[config.mk]
export PLATFORM = sky130hd
export DESIGN_NAME = mmh_ctrl
export DESIGN_NICKNAME = d
export VERILOG_FILES = /design/src/mmh_pkg.sv /design/src/mmh_ctrl.sv
export SDC_FILE = /design/constraint.sdc
export NUM_CORES = 1
export LEC_CHECK = 0
export BUFFER_PORTS_ARGS = -buffer_cell sky130_fd_sc_hd__buf_2
export CAP_MARGIN = 10
export CORE_AREA = 5 5 42 44
export DETAILED_ROUTE_END_ITERATION = 6
export DIE_AREA = 0 0 47 49
export GPL_TIMING_DRIVEN = 0
export MAX_ROUTING_LAYER = met4
export PLACE_DENSITY = 0.45
export SYNTH_ARGS = -nofsm -noshare
export SYNTH_HDL_FRONTEND = slang
export SYNTH_SLANG_ARGS = --single-unit
[constraint.sdc]
create_clock -name clk -period 1.2 [get_ports clk]
set_input_delay 0.12 -clock clk [delete_from_list [all_inputs] [get_ports clk]]
set_output_delay 0.12 -clock clk [all_outputs]
set_load 0.03 [all_outputs]
[src/mmh_pkg.sv]
`default_nettype none

package mmh_pkg;

  localparam int TYPE_W      = 2;
  localparam int VALUE_W     = 16;
  localparam int MASK_W      = 8;
  localparam int OFFSET_W    = 16;
  localparam int COUNT_W     = 31;
  localparam int SPAN_W      = 17;
  localparam int POS_W       = 20;
  localparam int CFG_INDEX_W = 1;
  localparam int CFG_DATA_W  = 1;

  localparam logic [MASK_W-1:0] MASK_MATCH = 8'd1;

  typedef logic [COUNT_W-1:0]  count_t;
  typedef logic [VALUE_W-1:0]  value_field_t;
  typedef logic [SPAN_W-1:0]   span_t;
  typedef logic [POS_W-1:0]    pos_field_t;

  typedef enum logic [TYPE_W-1:0] {
    REQ_CLEAR  = 2'd0,
    REQ_SAMPLE = 2'd1,
    REQ_READ   = 2'd2
  } req_kind_t;

  typedef enum logic [CFG_INDEX_W-1:0] {
    CFG_SAMPLE_KIND = 1'b0,
    CFG_MASK_ENABLE = 1'b1
  } cfg_reg_t;

  typedef enum logic [2:0] {
    ST_CLEAR,
    ST_IDLE,
    ST_BIN_RD,
    ST_BIN_WR,
    ST_READ_RD,
    ST_READ_OUT
  } state_t;

  typedef struct packed {
    logic clear_init;
    logic clear_write;
    logic sample_take;
    logic latch_read;
    logic rd_bin;
    logic rd_read;
    logic wr_bin;
    logic load_result;
  } cmd_t;

  typedef struct packed {
    logic clear_last;
    logic counted;
    logic out_free;
  } stat_t;

endpackage

`default_nettype wire

[src/mmh_ctrl.sv]
`default_nettype none

module mmh_ctrl (
  input  logic                        clk,
  input  logic                        rst,
  input  logic                        req_valid,
  input  logic [mmh_pkg::TYPE_W-1:0]  req_type,
  input  mmh_pkg::stat_t              stat,
  output logic                        req_ready,
  output mmh_pkg::cmd_t               cmd
);

  mmh_pkg::state_t state, state_next;

  always_ff @(posedge clk) begin
    if (rst) begin
      state <= mmh_pkg::ST_CLEAR;
    end else begin
      state <= state_next;
    end
  end

  always_comb begin
    state_next = state;
    req_ready  = 1'b0;
    cmd        = '0;
    unique case (state)
      mmh_pkg::ST_CLEAR: begin
        cmd.clear_write = 1'b1;
        if (stat.clear_last) begin
          state_next = mmh_pkg::ST_IDLE;
        end
      end
      mmh_pkg::ST_IDLE: begin
        req_ready = 1'b1;
        if (req_valid) begin
          unique case (req_type)
            mmh_pkg::REQ_CLEAR: begin
              cmd.clear_init = 1'b1;
              state_next     = mmh_pkg::ST_CLEAR;
            end
            mmh_pkg::REQ_SAMPLE: begin
              cmd.sample_take = 1'b1;
              if (stat.counted) begin
                state_next = mmh_pkg::ST_BIN_RD;
              end
            end
            mmh_pkg::REQ_READ: begin
              cmd.latch_read = 1'b1;
              state_next     = mmh_pkg::ST_READ_RD;
            end
            default: ;
          endcase
        end
      end
      mmh_pkg::ST_BIN_RD: begin
        cmd.rd_bin = 1'b1;
        state_next = mmh_pkg::ST_BIN_WR;
      end
      mmh_pkg::ST_BIN_WR: begin
        cmd.wr_bin = 1'b1;
        state_next = mmh_pkg::ST_IDLE;
      end
      mmh_pkg::ST_READ_RD: begin
        cmd.rd_read = 1'b1;
        state_next  = mmh_pkg::ST_READ_OUT;
      end
      mmh_pkg::ST_READ_OUT: begin
        if (stat.out_free) begin
          cmd.load_result = 1'b1;
          state_next      = mmh_pkg::ST_IDLE;
        end
      end
      default: state_next = mmh_pkg::ST_CLEAR;
    endcase
  end

endmodule

`default_nettype wire

# Word-level counts from Yosys, hierarchy flattened
# Cells that the tools add are included.
# totals
mem_bits_ro	0
latch_bits	0
wordCells	36
out_inout_bits	9
ramBits	0
mem_count	0
register_bits	3
# op_classes
bitwise	0
n_addsub	0
shift	0
reduce_logical	3
n_eq_ne	12
n_mux	20
n_lt_le_gt_ge	0
mul	0
div	0
# ops
operator	n
$pmux 3 s6	1
$mux 1	12
$mux 3	4
$pmux 3 s3	1
$eq 3x2->1 const B	2
$eq 3x3->1 const B	2
$ne 2x2->1 const B	3
$reduce_and 5->1	1
$mux 2	2
$ne 4x1->1 const B	1
$eq 3x1->1 const B	1
$logic_not 3->1	1
$ne 3x3->1 const B	1
$eq 2x1->1 const B	1
$eq 2x2->1 const B	1
$logic_not 2->1	1

# Logic depth before layout (Yosys ltp)
# logic_depth
ltp_word	4
mapped_depth	4
depth_no_buf	3

# Worst setup path after synthesis
# No wires, ideal clock.
# synth_timing
kind	reg2out
start	register state[0]
end	output cmd[4] in the netlist's numbering
arrival_time_ns	1.814
t_required_ns	1.080
n_path_buf	1
slack_ns	-0.734
stages_incl_launch_ff	4
cell_sequence	dfxtp_1 -> buf_2 -> nor3b_2 -> nor3b_1
# synth_rtl
item	line_no	source
from (decl)	mmh_ctrl.sv:13	mmh_pkg::state_t state, state_next;
from (signal assigned)	mmh_ctrl.sv:17	state <= mmh_pkg::ST_CLEAR;
from (signal assigned)	mmh_ctrl.sv:19	state <= state_next;
to (decl)	mmh_ctrl.sv:10	output mmh_pkg::cmd_t cmd

==> results_dict.tcl <==
set metrics [dict create \
    wl_um 875 \
    regToRegEndpoint "state[2]" \
    hold_path_depth 2 \
    critical_path_arrival_ns 1.23 \
    fin_skew_ns 0.00403 \
    ffs_latches_synth 3 \
    worst_vdd_ir_mv 0.643 \
    n_antenna_cell 0 \
    routed_via_density 4.38 \
    cts_sinks 3 \
    place.detailed.hpwl_um 547 \
    synth_top_cell_by_area "sky130_fd_sc_hd__dfxtp_1" \
    tritoncts_clock_tree "done" \
    ios 17 \
    yosysSeqAreaShare 0.235 \
    final_critical_path_setup_slack_ns -0.148 \
    synthesis.area_per_instance_um2 7.73 \
    floorplan.rows 14 \
    critical_path.reg2reg.startpoint "state[2]" \
    wl_per_cell_um 11.5 \
    final-setup-viol-count 7 \
    dp_worst_setup_slack_ns -0.00923 \
    rsz0062_at_grt "yes" \
    cellLeakagePower_nw 0.251 \
    grt_use_total 0.0866 \
    die-width_um 47 \
    setup.worst_path.start_class "register" \
    final-max-slew-violation-count 0 \
    antenna_violating_nets_post_route 0 \
    core_region_area_um2 1400 \
    yosysTopAreaCellShare 0.235 \
    critical_path.max_fanout 4 \
    yosys.cell_types.count 20 \
    status "finished, violations left" \
    critical_path_required_ns 1.08 \
    stdcell_count 76 \
    min_delay_path_class "input pin to register" \
    final_period_minus_worst_setup_slack_ns 1.35 \
    areaGrowthSynthToFinish_pct 117 \
    mappedNetlistArea_um2 255 \
    post_synth_inst_count 33 \
    violations "negative setup slack" \
    timing.setup.critical_path_class "register to output pin" \
    min_delay_worst_endpoint "state[2]" \
    final_net_count 69 \
    final_hold_viol_count 0 \
    synthesis.yosys.warnings 0 \
    cts_made_buffers 3 \
    insertion_delay_ns 0.24 \
    placed_cell_area_um2 404 \
    initial_utilization 0.182 \
    max_slew.worst_pin.slew_ns 0.251 \
    antenna_found_initial 0 \
    worstHoldStart "rst" \
    global_route_wire_length_before_repair_um 1370 \
    post_route_cells_drive_above_1_share 0.767 \
    largest_register_ffs 3 \
    clk_transition_reported_paths_ns 0.04 \
    synthesis.nets 41 \
    cell_at_the_root_of_the_clock_tree "sky130_fd_sc_hd__clkbuf_4" \
    grt_overflow 0 \
    number_of_global_route_vias_before_repair 317 \
    post-route-cell-area_um2 553 \
    weighted_congestion_reported_at_the_end_of_routability_driven_placement 0.682 \
    ff2ff_path_depth 3 \
    area_of_the_die_um2 2300 \
    max_freq_mhz 742 \
    post_cts_hold_buffer_count 0 \
    drc_errors 0 \
    reg2reg_setup_slack_ns -0.03 \
    drt_first_pass_iters 2 \
    netlist_top_cells_area "sky130_fd_sc_hd__dfxtp_1 (24%), sky130_fd_sc_hd__nand2_1 (7.4%), sky130_fd_sc_hd__nor3b_1 (5.9%)" \
    largest_registers "state x3" \
    grt_start_max_net_pins 7 \
    die-height_um 49 \
    clock_tree.buffer_depth 2 \
    ctsHtreeMaxLevel 1 \
    finalSetupTns_ns -0.435 \
    route.vias.total 333 \
    dp_cells 65 \
    drt_first_iter_violations 3 \
    fillerInstances 154 \
    regMostFlops "state" \
    final_clock_period_utilization_by_the_worst_path 1.12 \
    normalized_max_slew_margin 0.832 \
    power_density_nw_per_um2 801 \
    maxCapViolCount 0 \
    end_kind "output pin" \
    place.port_buffers 16 \
    final_util 0.395 \
]
## power breakdown
| part | switching [mW] | total [mW] | internal, mW | leakage [nW] |
|---|---|---|---|---|
| Sequential | 0.00544 | 0.110 | 0.104 | 0.0260 |
| Clock | 0.0575 | 0.183 | 0.125 | 0.0150 |
| Combinational | 0.0771 | 0.151 | 0.0736 | 0.210 |
## repair_timing
item,CTS,global route
setup endpoints to repair,9,11
pin swaps,3,4
resized for setup,16,10
setup buffers,8,2
## critical path, cell delays in order (launching register included)
cell and delay, ns:
sky130_fd_sc_hd__dfxtp_4 0.35, sky130_fd_sc_hd__nor3b_4 0.26, sky130_fd_sc_hd__nor3b_4 0.23, sky130_fd_sc_hd__buf_6 0.15
## final cells by class
cell class	count	area, um^2	area share
Tap cell	16	20.0	0.0362
Sequential cell	3	66.3	0.120
Multi-Input combinational cell	27	235	0.425
Clock buffer	4	26.3	0.0475
Timing Repair Buffer	26	205	0.371
## placed cells by master, fill, tap and decap left out
cell                       count
sky130_fd_sc_hd__nor3_2        1
sky130_fd_sc_hd__a31oi_1       1
sky130_fd_sc_hd__and3b_1       1
sky130_fd_sc_hd__nand2b_1      1
sky130_fd_sc_hd__nor3_1        1
sky130_fd_sc_hd__clkbuf_1      1
sky130_fd_sc_hd__buf_6         8
sky130_fd_sc_hd__nand2b_4      1
sky130_fd_sc_hd__nor2_4        2
sky130_fd_sc_hd__nor2_1        1
sky130_fd_sc_hd__nand2_2       2
sky130_fd_sc_hd__nor3b_4       2
sky130_fd_sc_hd__nor2b_1       2
sky130_fd_sc_hd__buf_4        10
sky130_fd_sc_hd__or4b_4        1
sky130_fd_sc_hd__a21oi_1       1
sky130_fd_sc_hd__buf_2         8
sky130_fd_sc_hd__nor3b_2       1
sky130_fd_sc_hd__dfxtp_2       2
sky130_fd_sc_hd__a221oi_1      1
sky130_fd_sc_hd__clkbuf_4      3
sky130_fd_sc_hd__a21oi_2       1
sky130_fd_sc_hd__and4b_1       1
sky130_fd_sc_hd__and3_2        1
sky130_fd_sc_hd__dfxtp_4       1
sky130_fd_sc_hd__nand2_1       3
sky130_fd_sc_hd__or2_2         1
sky130_fd_sc_hd__a211oi_2      1
## per-layer routing
layer,vias up,track usage,share of wire
met3,0,0.0443,0.069
li1,170,-,-
met4,0,0.0415,0
met5,-,-,0
met2,15,0.120,0.49
met1,148,0.101,0.44
## cells in the mapped netlist
master,count
sky130_fd_sc_hd__a31oi_1,1
sky130_fd_sc_hd__a21oi_1,2
sky130_fd_sc_hd__clkbuf_1,1
sky130_fd_sc_hd__buf_6,1
sky130_fd_sc_hd__dfxtp_1,3
sky130_fd_sc_hd__and4b_1,1
sky130_fd_sc_hd__a211oi_2,1
sky130_fd_sc_hd__or4b_4,1
sky130_fd_sc_hd__or2_2,1
sky130_fd_sc_hd__buf_2,1
sky130_fd_sc_hd__nand2_1,5
sky130_fd_sc_hd__nor3b_1,2
sky130_fd_sc_hd__a221oi_1,1
sky130_fd_sc_hd__and3b_1,1
sky130_fd_sc_hd__nor2b_1,2
sky130_fd_sc_hd__and3_1,1
sky130_fd_sc_hd__nor3_1,2
sky130_fd_sc_hd__nor2_1,3
sky130_fd_sc_hd__nand2b_1,2
sky130_fd_sc_hd__nor3b_2,1
## worst max-delay path by stage
stage / start / to / slack (ns)
finish: state[1] / cmd[4] / -0.15
global route: state[1] / cmd[4] / -0.20
CTS: state[1] / cmd[4] / -0.19
detailed placement: state[0] / cmd[4] / -0.009
global placement: state[0] / cmd[4] / -0.02
floorplan: state[1] / cmd[4] / -0.19
## through the flow
stage	hold WS, ns	power (mW)
6_report	0.0727	0.443
4_1_cts	0.0616	0.452
3_5_place_dp	0.321	0.232
5_1_grt	0.0519	0.484
3_3_place_gp	0.323	0.232
2_1_floorplan	0.185	0.195
## cell families after synthesis
family          Yosys count  synth area share
compound gates            5             0.147
buf+inv                   3            0.0784
simple gates             22             0.539
flops                     3             0.235
No activity file was read; power rests on OpenSTA's default activity.
